[src/rtl/core/assert_macros.svh]
// Assertion macros shared by the dither RTL.
// Needs a clock named i_clk and an active-low reset named i_rst_n in scope.
`ifndef ASSERT_MACROS_SVH
`define ASSERT_MACROS_SVH
`ifndef SYNTHESIS
// Check a property on every clock edge outside reset
`define EDD_ASSERT(lbl, prop) \
    lbl: assert property (@(posedge i_clk) disable iff (!i_rst_n) (prop)) \
        else $error("%m: assertion failed");
// Check that a condition holds in the cycle after a trigger
`define EDD_ASSERT_NEXT(lbl, trig, cons) \
    lbl: assert property (@(posedge i_clk) disable iff (!i_rst_n) (trig) |=> (cons)) \
        else $error("%m: assertion failed");
`else
`define EDD_ASSERT(lbl, prop)
`define EDD_ASSERT_NEXT(lbl, trig, cons)
`endif
`endif

[src/rtl/core/edd_pkg.sv]
// Types, constants and arithmetic helpers for the error diffusion dither.
// No dependencies; used by every module of the block but edd_ram.
package edd_pkg;

    // Geometry limits
    localparam int MAX_WIDTH    = 1024;
    localparam int HEIGHT_LIMIT = 4096;
    localparam int COL_W        = $clog2(MAX_WIDTH);
    localparam int ROW_W        = $clog2(HEIGHT_LIMIT);
    localparam int WREG_W       = 11;
    localparam int HREG_W       = 13;

    // Fixed-point format
    localparam int FRAC_BITS = 12;
    localparam int GRAY_W    = 8;
    localparam int DATA_W    = 16;
    localparam int SUM_W     = DATA_W + 4;
    localparam int PROD_W    = SUM_W + 4;
    localparam logic signed [SUM_W-1:0] ONE  = SUM_W'(1 << FRAC_BITS);
    localparam logic signed [SUM_W-1:0] HALF = SUM_W'(1 << (FRAC_BITS - 1));
    localparam logic signed [SUM_W-1:0] SAT_MAX = SUM_W'((1 << (DATA_W - 1)) - 1);
    localparam logic signed [SUM_W-1:0] SAT_MIN = -SUM_W'(1 << (DATA_W - 1));

    // Diffusion weights, sixteenths
    localparam logic [2:0] W_RIGHT      = 3'd7;
    localparam logic [2:0] W_DOWN_LEFT  = 3'd3;
    localparam logic [2:0] W_DOWN       = 3'd5;
    localparam logic [2:0] W_DOWN_RIGHT = 3'd1;

    // Register map
    localparam int CFG_AW    = 3;
    localparam int CFG_DW    = 32;
    localparam logic REG_WIDTH  = 1'b0;
    localparam logic REG_HEIGHT = 1'b1;

    typedef struct packed {
        logic [COL_W-1:0] w_m1;
        logic [ROW_W-1:0] h_m1;
        logic             restart;
    } t_edd_cfg;

    typedef struct packed {
        logic accept;
        logic advance;
    } t_edd_ctl;

    typedef struct packed {
        logic dot;
        logic row_end;
        logic frame_end;
    } t_edd_res;

    // Clamp a saturating sum to the signed storage range
    function automatic logic signed [DATA_W-1:0] sat16(input logic signed [SUM_W-1:0] v);
        logic signed [DATA_W-1:0] r;
        if (v > SAT_MAX) begin
            r = SAT_MAX[DATA_W-1:0];
        end else if (v < SAT_MIN) begin
            r = SAT_MIN[DATA_W-1:0];
        end else begin
            r = v[DATA_W-1:0];
        end
        return r;
    endfunction

    // Weighted share err * k / 16, rounded toward minus infinity
    function automatic logic signed [SUM_W-1:0] share(input logic signed [SUM_W-1:0] e,
                                                      input logic [2:0] k);
        logic signed [PROD_W-1:0] e_x;
        logic signed [PROD_W-1:0] k_x;
        logic signed [PROD_W-1:0] p;
        e_x = PROD_W'(e);
        k_x = PROD_W'(k);
        p   = e_x * k_x;
        return p[SUM_W+3:4];
    endfunction

    // Last column index of a row from the raw width register
    function automatic logic [COL_W-1:0] eff_w_m1(input logic [WREG_W-1:0] w);
        logic [COL_W-1:0] r;
        if (w == '0) begin
            r = '0;
        end else if (int'(w) > MAX_WIDTH) begin
            r = COL_W'(MAX_WIDTH - 1);
        end else begin
            r = COL_W'(w - WREG_W'(1));
        end
        return r;
    endfunction

    // Last row index of a frame from the raw height register
    function automatic logic [ROW_W-1:0] eff_h_m1(input logic [HREG_W-1:0] h);
        logic [ROW_W-1:0] r;
        if (h == '0) begin
            r = '0;
        end else if (int'(h) > HEIGHT_LIMIT) begin
            r = ROW_W'(HEIGHT_LIMIT - 1);
        end else begin
            r = ROW_W'(h - HREG_W'(1));
        end
        return r;
    endfunction

endpackage

[src/rtl/core/edd_cfg.sv]
// APB-style register block for frame width and height.
// Depends on edd_pkg.
module edd_cfg (
    input  logic                          i_clk,
    input  logic                          i_rst_n,
    input  logic                          psel,
    input  logic                          penable,
    input  logic                          pwrite,
    input  logic [edd_pkg::CFG_AW-1:0]    paddr,
    input  logic [edd_pkg::CFG_DW-1:0]    pwdata,
    output logic [edd_pkg::CFG_DW-1:0]    prdata,
    output logic                          pready,
    output edd_pkg::t_edd_cfg             o_cfg
);

    logic [edd_pkg::WREG_W-1:0] r_width;
    logic [edd_pkg::HREG_W-1:0] r_height;
    logic                       wr_xfer;
    logic                       reg_sel;

    assign pready  = 1'b1;
    assign reg_sel = paddr[2];
    assign wr_xfer = psel && penable && pwrite;

    // Register writes
    always_ff @(posedge i_clk) begin
        if (!i_rst_n) begin
            r_width  <= edd_pkg::WREG_W'(640);
            r_height <= edd_pkg::HREG_W'(480);
        end else if (wr_xfer) begin
            case (reg_sel)
                edd_pkg::REG_WIDTH:  r_width  <= pwdata[edd_pkg::WREG_W-1:0];
                edd_pkg::REG_HEIGHT: r_height <= pwdata[edd_pkg::HREG_W-1:0];
                default: ;
            endcase
        end
    end

    // Read back
    always_comb begin
        case (reg_sel)
            edd_pkg::REG_WIDTH:  prdata = edd_pkg::CFG_DW'(r_width);
            edd_pkg::REG_HEIGHT: prdata = edd_pkg::CFG_DW'(r_height);
            default:             prdata = '0;
        endcase
    end

    // Effective geometry; any write restarts the frame
    assign o_cfg.w_m1    = edd_pkg::eff_w_m1(r_width);
    assign o_cfg.h_m1    = edd_pkg::eff_h_m1(r_height);
    assign o_cfg.restart = wr_xfer;

endmodule

[config.mk]
export PLATFORM = sky130hd
export DESIGN_NAME = edd_cfg
export DESIGN_NICKNAME = d
export VERILOG_FILES = /design/src/rtl/core/assert_macros.svh /design/src/rtl/core/edd_pkg.sv /design/src/rtl/core/edd_cfg.sv
export SDC_FILE = /design/constraint.sdc
export NUM_CORES = 1
export LEC_CHECK = 0
export BUFFER_PORTS_ARGS = -buffer_cell sky130_fd_sc_hd__buf_4
export CELL_PAD_IN_SITES_DETAIL_PLACEMENT = 0
export CELL_PAD_IN_SITES_GLOBAL_PLACEMENT = 1
export CORE_ASPECT_RATIO = 2
export CORE_MARGIN = 4
export CORE_UTILIZATION = 32
export CTS_BUF_LIST = sky130_fd_sc_hd__clkbuf_8
export CTS_CLUSTER_DIAMETER = 150
export DETAILED_ROUTE_END_ITERATION = 10
export GPL_ROUTABILITY_DRIVEN = 0
export GPL_TIMING_DRIVEN = 0
export PLACE_DENSITY_LB_ADDON = 0.1
export SETUP_SLACK_MARGIN = 0.4
export SYNTH_ARGS = -nofsm -noshare
export SYNTH_HDL_FRONTEND = slang
export SYNTH_SLANG_ARGS = --single-unit
[constraint.sdc]
create_clock -name i_clk -period 2.5 [get_ports i_clk]
set_input_delay 0.375 -clock i_clk [delete_from_list [all_inputs] [get_ports i_clk]]
set_output_delay 0.375 -clock i_clk [all_outputs]
set_load 0.01 [all_outputs]
== Yosys cells after proc, flatten, opt, wreduce, memory -nomap -nowiden ==
Cells that the tools add are included.
Word-level totals
  bits in registers: 24
  bits of input ports: 40
  output and inout port bits: 56
  word-level logic and storage cells: 18
Cells by class
  add/sub/neg operators: 2
  order comparisons: 2
  muxes and demuxes: 5
  bitwise operators: 1
  reductions and logical operators: 6
Operator list (count)
  32-bit case mux with 2 select lines: 1
  12-bit 2-to-1 mux: 2
  10-bit 2-to-1 mux: 2
  13-bit greater-than comparator (second input constant): 1
  13-bit zero test: 1
  12-bit by 1-bit subtractor with 12-bit output (second input constant): 1
  11-bit greater-than comparator (second input constant): 1
  11-bit zero test: 1
  10-bit by 1-bit subtractor with 10-bit output (second input constant): 1
  2-bit AND reduction: 2
  1-bit logical AND: 2
  1-bit NOT: 1

== Longest topological paths before layout ==
Gate-level depths: netlist of run 1.
  depth after elaboration: 3
  gate-level depth with buffers: 7

== Least setup slack after synthesis of run 1 ==
Ideal clock, no wire load.
  path kind: reg2out
  start point: reg r_height[0] (netlist name)
  end point: out o_cfg[9] (netlist name)
  arrival time: 1.603 ns
  slack: 0.522 ns
  cell stages (with the launch flop): 7
  path buffers: 1
  path through: dfxtp_1 inv_1 ha_1 or3b_1 clkbuf_1 or3_1 o211ai_2
RTL lines
  start, declared: line edd_cfg.sv:17  | logic [edd_pkg::HREG_W-1:0] r_height;
  start signal, assigned: line edd_cfg.sv:29  | r_height <= edd_pkg::HREG_W'(480);
  start signal, assigned: line edd_cfg.sv:33  | edd_pkg::REG_HEIGHT: r_height <= pwdata[edd_pkg::HREG_W-1:0];
  end, declared: line edd_cfg.sv:13  | output edd_pkg::t_edd_cfg o_cfg

==> reports/results.ini, run 1 <==
[critical_path]
endpoint_kind=output pin
reg2reg_depth=3
startpoint=r_height[0]$_SDFFE_PN0P_
crit_end=o_cfg[9]
critPathKind=register to output pin
r2r_slack_ps=1410
arrival_ps=1950
critPathRequiredTime_ps=2120
critPathMaxFanout=6
r2r-start=r_width[10]$_SDFFE_PN0P_
startpoint_type=register
timing.rr.end=r_width[10]$_SDFFE_PN0P_

[cells_and_area]
syn_to_final_growth_pct=61.6
nets=390
drive_gt1_frac=0.522
seqCellArea_um2=513
multi_input_comb_area_mm2=0.00146
nFillCells=566
diodes=0

[routing]
avgRoutedWirePerCell_um=14.3
wl_met2_um=3320
postRouteWirelength_um=5770
vias=1945
drc=0
met3_wirelength_um=230
dr.pass1.iters=4
ant_nets=0
met1_length_um=2070
via_per_inst=4.80
topRoutingLayerUsed=met4
drt_iter0_markers=36

[global_route]
grt_max_degree=13
grt-ovfl-total=0
grt_use_total=0.167
antenna_found_initial=0
grt_pass1_wl_um=8990
grt_pass1_vias=1856

[timing]
setup_tns_ps=0
hold_violations=0
setup_viol=0
finClkSkew_ps=0
worst_slack_ps=180
fmaxAchievable_mhz=431
tightestPinTransition_ps=585
fin_crit_ps=2320
worst_slew_margin_rel=0.610
fin_crit_sh=0.928
rsz0062_at_grt=true
maxSlewViolCount=0

[clocking]
ctsRootBufferMaster=clkbuf_8
cts_sinks=24
path_clk_slew_ps=80
numCtsBuffers=3
clk_latency_ps=260
htreeDepth=1
clockBufferDepth=2
cts_tree=built
holdBufCountCts=0

[die]
core_area_mm2=0.00552
fp.dieArea_mm2=0.00713
die_width_um=61.8
fp-row-count=38
die_h_um=116
num_io_pins=96
start_util=0.335

[run]
drv_cap=0

[logic_synthesis]
ys_types=41
synth_edf_count=0
netlist_instances=244
ys_seq_area_frac=0.260
avgSynthCellArea_um2=7.58
synth-warning-count=0
ys_seq_elements=24
synth_area_mm2=0.00185
async_reset_ff_frac=0
synthFlopType=dfxtp_1

[power]
p_per_area_mw_per_mm2=319
peakVddDrop_mv=0.238
p_leak_nw=1.29

[outcome]
status=completed

[placed_design]
dp_hpwl_um=4340
numPortBuffers=53
pre_cts_ws_ps=179

[hold_path]
min-delay-path-class=primary input to register

==> worst max-delay path, stage by stage (launching register included) <==
cell	delay, ps
dfxtp_4	360
inv_4	60
ha_4	130
or3b_4	390
buf_8	140
or3_4	320
o211ai_2	160
buf_4	140
==> area by class of cell <==
type / instances / share of cell area
Buffer: 34 / 0.0762
Sequential cell: 24 / 0.172
Multi-Input combinational cell: 197 / 0.487
Tap cell: 60 / 0.0251
Timing Repair Buffer: 80 / 0.214
Clock buffer: 3 / 0.0138
Inverter: 7 / 0.0121
==> routing by layer <==
layer,vias to the layer above,global-route usage
li1,997,-
met1,888,0.178
met2,50,0.311
met3,10,0.0111
met4,0,0.0793
met5,-,0
==> cell usage after synthesis (3+ instances only) <==
| cell | n | area [µm²] |
|---|---|---|
| inv_1 | 7 | 26.3 |
| a21oi_1 | 6 | 30.0 |
| or4_4 | 4 | 45.0 |
| and2_1 | 3 | 18.8 |
| nand2_1 | 54 | 203 |
| o21ai_0 | 9 | 45.0 |
| ha_1 | 3 | 37.5 |
| a21boi_0 | 19 | 143 |
| buf_4 | 21 | 158 |
| nand3_1 | 11 | 55.1 |
| dfxtp_1 | 24 | 480 |
| clkbuf_1 | 11 | 41.3 |
| xnor2_1 | 10 | 87.6 |
| o31ai_1 | 3 | 22.5 |
| mux2_2 | 9 | 101 |
| o21ai_1 | 5 | 25.0 |
| nor2_1 | 7 | 26.3 |
| nor3_1 | 6 | 30.0 |
==> per-stage QoR <==
stage / cell area (µm²) / total power, mW / utilization / std cells / hold slack, ps
3_3_place_gp: 2390 / 0.667 / 0.433 / 375 / 505
6_report: 2990 / 0.954 / 0.542 / 405 / 333
4_1_cts: 2840 / 0.933 / 0.514 / 401 / 330
5_1_grt: 2990 / 1.01 / 0.542 / 405 / 328
2_1_floorplan: 1920 / 0.566 / - / 262 / 478
3_5_place_dp: 2390 / 0.668 / 0.433 / 375 / 519
==> registers in the layout, indices dropped and copies added, names as in the netlist <==
signal / count
r_height: 13
r_width: 11
==> timing repair <==
action / in CTS / in global routing
setup endpoints to repair: 26 / 22
hold endpoints to repair: 0 / 0
pin swaps: 20 / 15
buffers inserted: 23 / 4
resized for setup: 66 / 25
==> power breakdown <==
group | switching (mW) | internal, mW
combinational | 0.149 | 0.182
clock | 0.115 | 0.108
sequential | 0.0146 | 0.386
total | 0.279 | 0.676
==> cells in the final DEF (no fill, tap or decap), types with 4 or more instances in the layout <==
cell / Yosys / final
nor2_4: 0 / 4
o21ai_0: 9 / 6
clkbuf_1: 11 / 9
inv_4: 0 / 4
a21boi_0: 19 / 19
buf_4: 21 / 93
xnor2_1: 10 / 9
dfxtp_1: 24 / 12
dfxtp_2: 0 / 5
dfxtp_4: 0 / 7
a21oi_2: 0 / 5
o21ai_1: 5 / 5
buf_6: 1 / 8
mux2_2: 9 / 9
nand2_1: 54 / 52
or4_4: 4 / 4
nand3_1: 11 / 8
conb_1: 2 / 20
==> worst min path at each step <==
stage,start,end,cells past startpoint
2_1_floorplan,r_height[10]$_SDFFE_PN0P_,r_height[10]$_SDFFE_PN0P_,2
3_3_place_gp,r_height[9]$_SDFFE_PN0P_,r_height[9]$_SDFFE_PN0P_,2
3_5_place_dp,r_width[8]$_SDFFE_PN0P_,r_width[8]$_SDFFE_PN0P_,2
4_1_cts,pwdata[5],r_height[5]$_SDFFE_PN1P_,3
5_1_grt,pwdata[9],r_width[9]$_SDFFE_PN1P_,3
6_report,pwdata[7],r_height[7]$_SDFFE_PN1P_,3
==> logic make-up after synthesis <==
logic type,synth area share
fa+ha+maj,0.0203
mux,0.0548
simple gates,0.288
flops,0.260
xor+xnor,0.0521
compound gates,0.191
buf+inv,0.131
other cells,0.00406
Note: power is estimated with default switching activity, not from simulation.
==> inputs of run 2 (changes only) <==
CELL_PAD_IN_SITES_DETAIL_PLACEMENT = 1   (was 0)
TNS_END_PERCENT = 10   (was default)
==> run 2 against run 1 <==
Against the previous run:
- final area decreased by 9.4%
- sequential share of layout area increased by 1.5 points
- first-iteration DRC count decreased by 14%
- critical path depth decreased by 1
- count of clock-buffer cells in the layout increased by 1
- power increased by 1.3%
- hold slack got worse by 24 ps
- register-to-register slack improved by 40 ps
- largest cell class unchanged
==> reports/results.ini, run 2 (synthesized netlist as in run 1, its figures left out) <==
[hold_path]
min-delay-path-class=primary input to register  ; unchanged

[routing]
vias=1957  ; was 1945
dr.pass1.iters=4  ; unchanged
drc=0  ; unchanged
via_per_inst=4.98  ; was 4.80
ant_nets=0  ; unchanged
drt_iter0_markers=31  ; was 36
postRouteWirelength_um=6140  ; was 5770 µm
avgRoutedWirePerCell_um=15.6  ; was 14.3 µm

[critical_path]
critPathMaxFanout=5  ; was 6
r2r_slack_ps=1450  ; was 1410 ps
critPathRequiredTime_ps=2120  ; about the same
startpoint_type=register  ; unchanged
reg2reg_depth=3  ; unchanged
crit_end=o_cfg[8]  ; was o_cfg[9]
arrival_ps=1970  ; was 1950 ps
r2r-start=r_width[10]$_SDFFE_PN0P_  ; unchanged
critPathKind=register to output pin  ; unchanged
endpoint_kind=output pin  ; unchanged
startpoint=r_height[1]$_SDFFE_PN0P_  ; was r_height[0]$_SDFFE_PN0P_
timing.rr.end=r_width[10]$_SDFFE_PN0P_  ; unchanged

[global_route]
grt_use_total=0.182  ; was 0.167
grt_pass1_vias=1996  ; was 1856
grt_max_degree=14  ; was 13
grt-ovfl-total=0  ; unchanged
grt_pass1_wl_um=9730  ; was 8990 µm
antenna_found_initial=0  ; unchanged

[power]
netSwitchingPower_mw=0.288  ; was 0.279 mW
peakVddDrop_mv=0.204  ; was 0.238 mV
clkPwrFrac=0.291  ; was 0.233
combPwrFrac=0.291  ; was 0.347
total_power_mw=0.967  ; was 0.954 mW
p_sw_frac=0.298  ; was 0.292
p_per_area_mw_per_mm2=357  ; was 319 mW/mm²
pwr-share-seq=0.418  ; was 0.420
p_int_mw=0.679  ; was 0.676 mW
p_leak_nw=1.16  ; was 1.29 nW

[cells_and_area]
largest_register=r_height  ; unchanged
top_regs=r_height: 13 flops, r_width: 11 flops  ; unchanged
seqCellArea_um2=504  ; was 513 µm²
nets=377  ; was 390
syn_to_final_growth_pct=46.4  ; was 61.6%
final_cells=393  ; was 405
final_common_cell=buf_4  ; unchanged
layout_common_cells=87 x buf_4, 53 x nand2_1, 20 x conb_1  ; was 93 x buf_4, 52 x nand2_1, 20 x conb_1
diodes=0  ; unchanged
nFillCells=715  ; was 566
multi_input_comb_area_mm2=0.00131  ; was 0.00146 mm²
drive_gt1_frac=0.423  ; was 0.522
largest_register_ffs=13  ; unchanged

[timing]
fin_crit_sh=0.939  ; was 0.928
timing.hold.ws_ps=309  ; was 333 ps
hold_violations=0  ; unchanged
setup_tns_ps=0  ; unchanged
maxSlewViolCount=0  ; unchanged
finClkSkew_ps=0  ; unchanged
rsz0062_at_grt=true  ; unchanged
setup_viol=0  ; unchanged
fin_crit_ps=2350  ; was 2320 ps
tightestPinTransition_ps=564  ; was 585 ps
worst_slew_margin_rel=0.624  ; was 0.610
fmaxAchievable_mhz=426  ; was 431 MHz

[clocking]
cts_tree=built  ; unchanged
ctsRootBufferMaster=clkbuf_8  ; unchanged
cts_sinks=24  ; unchanged
clk_latency_ps=280  ; was 260 ps
htreeDepth=1  ; unchanged
numCtsBuffers=3  ; unchanged
path_clk_slew_ps=90  ; was 80 ps
clockBufferDepth=2  ; unchanged
holdBufCountCts=0  ; unchanged

[die]
fp.dieArea_mm2=0.00713  ; unchanged
die_width_um=61.8  ; unchanged
start_util=0.335  ; unchanged
die_h_um=116  ; unchanged
fp-row-count=38  ; unchanged
num_io_pins=96  ; unchanged
core_area_mm2=0.00552  ; unchanged

[placed_design]
dp_hpwl_um=4740  ; was 4340 µm
numPortBuffers=53  ; unchanged
dp.cells=375  ; unchanged

[run]
drv_cap=0  ; unchanged

[outcome]
status=completed  ; unchanged

-- run 2: cell count changes in the layout (fill, tap and decap cells not counted), moves of 5 or more --
| cell | change |
|---|---|
| buf_4 | -6 |
| a21oi_2 | -5 |
| buf_6 | -6 |
| a21oi_1 | +5 |
-- run 2: metrics by stage --
step | instance area [µm²] | worst slack, ps | utilization
finish | 2710 | 152 | 0.491
global placement | 2390 | 140 | 0.433
CTS | 2670 | 162 | 0.483
detailed placement | 2390 | 158 | 0.433
floorplan | 1920 | 522 | -
global route | 2710 | 112 | 0.491
-- run 2: worst min path at each step --
stage,from,to,cells past startpoint
finish,pwdata[5],r_height[5]$_SDFFE_PN1P_,3
global route,pwdata[7],r_height[7]$_SDFFE_PN1P_,3
detailed placement,r_height[9]$_SDFFE_PN0P_,r_height[9]$_SDFFE_PN0P_,2
CTS,pwdata[5],r_height[5]$_SDFFE_PN1P_,3
global placement,r_height[9]$_SDFFE_PN0P_,r_height[9]$_SDFFE_PN0P_,2
floorplan,r_height[10]$_SDFFE_PN0P_,r_height[10]$_SDFFE_PN0P_,2
-- run 2: layout make-up --
type / instances / share of cell area
multi-input combinational: 197 / 0.483
timing repair buffer: 67 / 0.187
sequential: 24 / 0.186
buffer: 34 / 0.0832
tap: 60 / 0.0277
clock buffer: 4 / 0.0203
inverter: 7 / 0.0125
-- run 2: critical path: stages (launching register included) --
cell	delay, ps
dfxtp_4	360
buf_4	150
or4_4	600
nor4_4	180
xnor2_1	150
o21ai_1	80
buf_4	150
-- run 2: routing by layer --
layer  vias up  GRT usage  part of all wire
li1        972          -                 -
met3         7    0.00780             0.031
met1       933      0.184              0.34
met5         -          0                 0
met2        45      0.351              0.60
met4         0     0.0921             0.025
-- run 2: power by group through the flow --
stage          logic, mW  registers [mW]  clock network (mW)
2_1_floorplan      0.156           0.411                   0
3_3_place_gp       0.252           0.415                   0
3_5_place_dp       0.255           0.416                   0
4_1_cts            0.276           0.403               0.288
5_1_grt            0.309           0.406               0.302
6_report           0.281           0.404               0.282
-- run 2: what timing repair did --
action	CTS	global route
endpoints found under the setup margin	26	28
pin swaps	8	5
buffers inserted	12	2
gates resized for setup	37	10
==> inputs of run 3 (changes only) <==
MAX_ROUTING_LAYER = met4   (was default)
==> run 3 against run 2 <==
Against the previous run:
- count of clock-buffer cells in the layout unchanged
- worst setup slack improved by 0.89 ps
- sequential cell count unchanged
- largest power group unchanged
==> reports/results.ini, run 3 (synthesized netlist as in run 1, its figures left out) <==
[timing]
fin_crit_sh=0.939  ; about the same
setup_viol=0  ; unchanged
finClkSkew_ps=0  ; unchanged
fmaxAchievable_mhz=426  ; about the same
worst_slack_ps=153  ; was 152 ps
rsz0062_at_grt=true  ; unchanged
timing.hold.ws_ps=309  ; about the same
maxSlewViolCount=0  ; unchanged
fin_crit_ps=2350  ; about the same
tightestPinTransition_ps=564  ; about the same
hold_violations=0  ; unchanged
worst_slew_margin_rel=0.624  ; about the same
setup_tns_ps=0  ; unchanged

[cells_and_area]
fin_area_mm2=0.00271  ; unchanged
diodes=0  ; unchanged
final_common_cell=buf_4  ; unchanged
largest_register_ffs=13  ; unchanged
final_cells=393  ; unchanged
layout_common_cells=87 x buf_4, 53 x nand2_1, 20 x conb_1  ; unchanged
largest_register=r_height  ; unchanged
nFillCells=715  ; unchanged
top_regs=r_height: 13 flops, r_width: 11 flops  ; unchanged
syn_to_final_growth_pct=46.4  ; unchanged
nets=377  ; unchanged
drive_gt1_frac=0.423  ; unchanged

[die]
die_width_um=61.8  ; unchanged
start_util=0.335  ; unchanged
num_io_pins=96  ; unchanged
fp.dieArea_mm2=0.00713  ; unchanged
core_area_mm2=0.00552  ; unchanged
fp-row-count=38  ; unchanged
die_h_um=116  ; unchanged

[routing]
dr.pass1.iters=3  ; was 4
postRouteWirelength_um=6140  ; about the same
via_per_inst=4.98  ; about the same
drc=0  ; unchanged
avgRoutedWirePerCell_um=15.6  ; about the same
vias=1959  ; was 1957
ant_nets=0  ; unchanged
drt_iter0_markers=30  ; was 31

[placed_design]
dpl_cell_area_mm2=0.00239  ; unchanged
dp_hpwl_um=4740  ; unchanged
dp.cells=375  ; unchanged
pre_cts_ws_ps=158  ; unchanged
numPortBuffers=53  ; unchanged

[clocking]
path_clk_slew_ps=90  ; about the same
htreeDepth=1  ; unchanged
clk_latency_ps=280  ; about the same
holdBufCountCts=0  ; unchanged
clockBufferDepth=2  ; unchanged
cts_tree=built  ; unchanged
numCtsBuffers=3  ; unchanged
cts_sinks=24  ; unchanged
ctsRootBufferMaster=clkbuf_8  ; unchanged

[global_route]
antenna_found_initial=0  ; unchanged
grt_pass1_vias=1996  ; unchanged
grt_pass1_wl_um=9730  ; unchanged
grt_max_degree=14  ; unchanged
grt_use_total=0.188  ; was 0.182
grt-ovfl-total=0  ; unchanged

[critical_path]
endpoint_kind=output pin  ; unchanged
arrival_ps=1970  ; about the same
startpoint_type=register  ; unchanged
critPathKind=register to output pin  ; unchanged
critPathRequiredTime_ps=2120  ; about the same
critPathMaxFanout=5  ; unchanged

[hold_path]
min-delay-path-class=primary input to register  ; unchanged

[power]
peakVddDrop_mv=0.203  ; was 0.204 mV
p_leak_nw=1.16  ; unchanged
p_per_area_mw_per_mm2=356  ; was 357 mW/mm²

[run]
drv_cap=0  ; unchanged

[outcome]
status=completed  ; unchanged

==> run 3: per-stage QoR <==
stage,power (mW),util
floorplan,0.566,-
global placement,0.667,0.433
detailed placement,0.671,0.433
CTS,0.967,0.483
global route,1.02,0.491
finish,0.965,0.491
==> run 3: cell type report <==
class | instances | area [µm²] | share of cell area
Tap cell | 60 | 75.1 | 0.0277
Inverter | 7 | 33.8 | 0.0125
Timing Repair Buffer | 67 | 507 | 0.187
Sequential cell | 24 | 504 | 0.186
Clock buffer | 4 | 55.1 | 0.0203
Multi-Input combinational cell | 197 | 1310 | 0.483
Buffer | 34 | 225 | 0.0832
==> run 3: final timing paths <==
| check | startpoint | endpoint | slack (ps) | cells past startpoint |
|---|---|---|---|---|
| worst max-delay path | r_height[1]$_SDFFE_PN0P_ | o_cfg[8] | 150 | 6 |
| worst min-delay path | pwdata[5] | r_height[5]$_SDFFE_PN1P_ | 310 | 3 |
| worst max register to register | r_width[10]$_SDFFE_PN0P_ | r_width[10]$_SDFFE_PN0P_ | 1440 | 3 |
| worst min register to register | r_width[0]$_SDFFE_PN0P_ | r_width[0]$_SDFFE_PN0P_ | 530 | 2 |
==> run 3: repair_timing <==
| item | 4_1_cts | 5_1_grt |
|---|---|---|
| endpoints found under the hold margin | 0 | 0 |
| endpoints found under the setup margin | 26 | 28 |
| setup buffers | 12 | 2 |
| resized for setup | 37 | 10 |
| pin swaps | 8 | 5 |
==> run 3: power breakdown <==
group	total, mW	switching [mW]	internal, mW
registers	0.404	0.0163	0.388
logic	0.281	0.131	0.150
clock network	0.280	0.138	0.141
total	0.965	0.286	0.679
==> run 3: critical path, cell delays in order (launching register included) <==
cell,delay (ps)
dfxtp_4,360
buf_4,150
or4_4,600
nor4_4,180
xnor2_1,150
o21ai_1,80
buf_4,150
==> run 3: layer usage <==
| layer | vias to the layer above | track usage | share of wire |
|---|---|---|---|
| li1 | 975 | - | - |
| met1 | 932 | 0.185 | 0.34 |
| met3 | 7 | 0.00557 | 0.031 |
| met2 | 45 | 0.351 | 0.60 |
| met5 | - | - | 0 |
| met4 | 0 | 0.0921 | 0.025 |
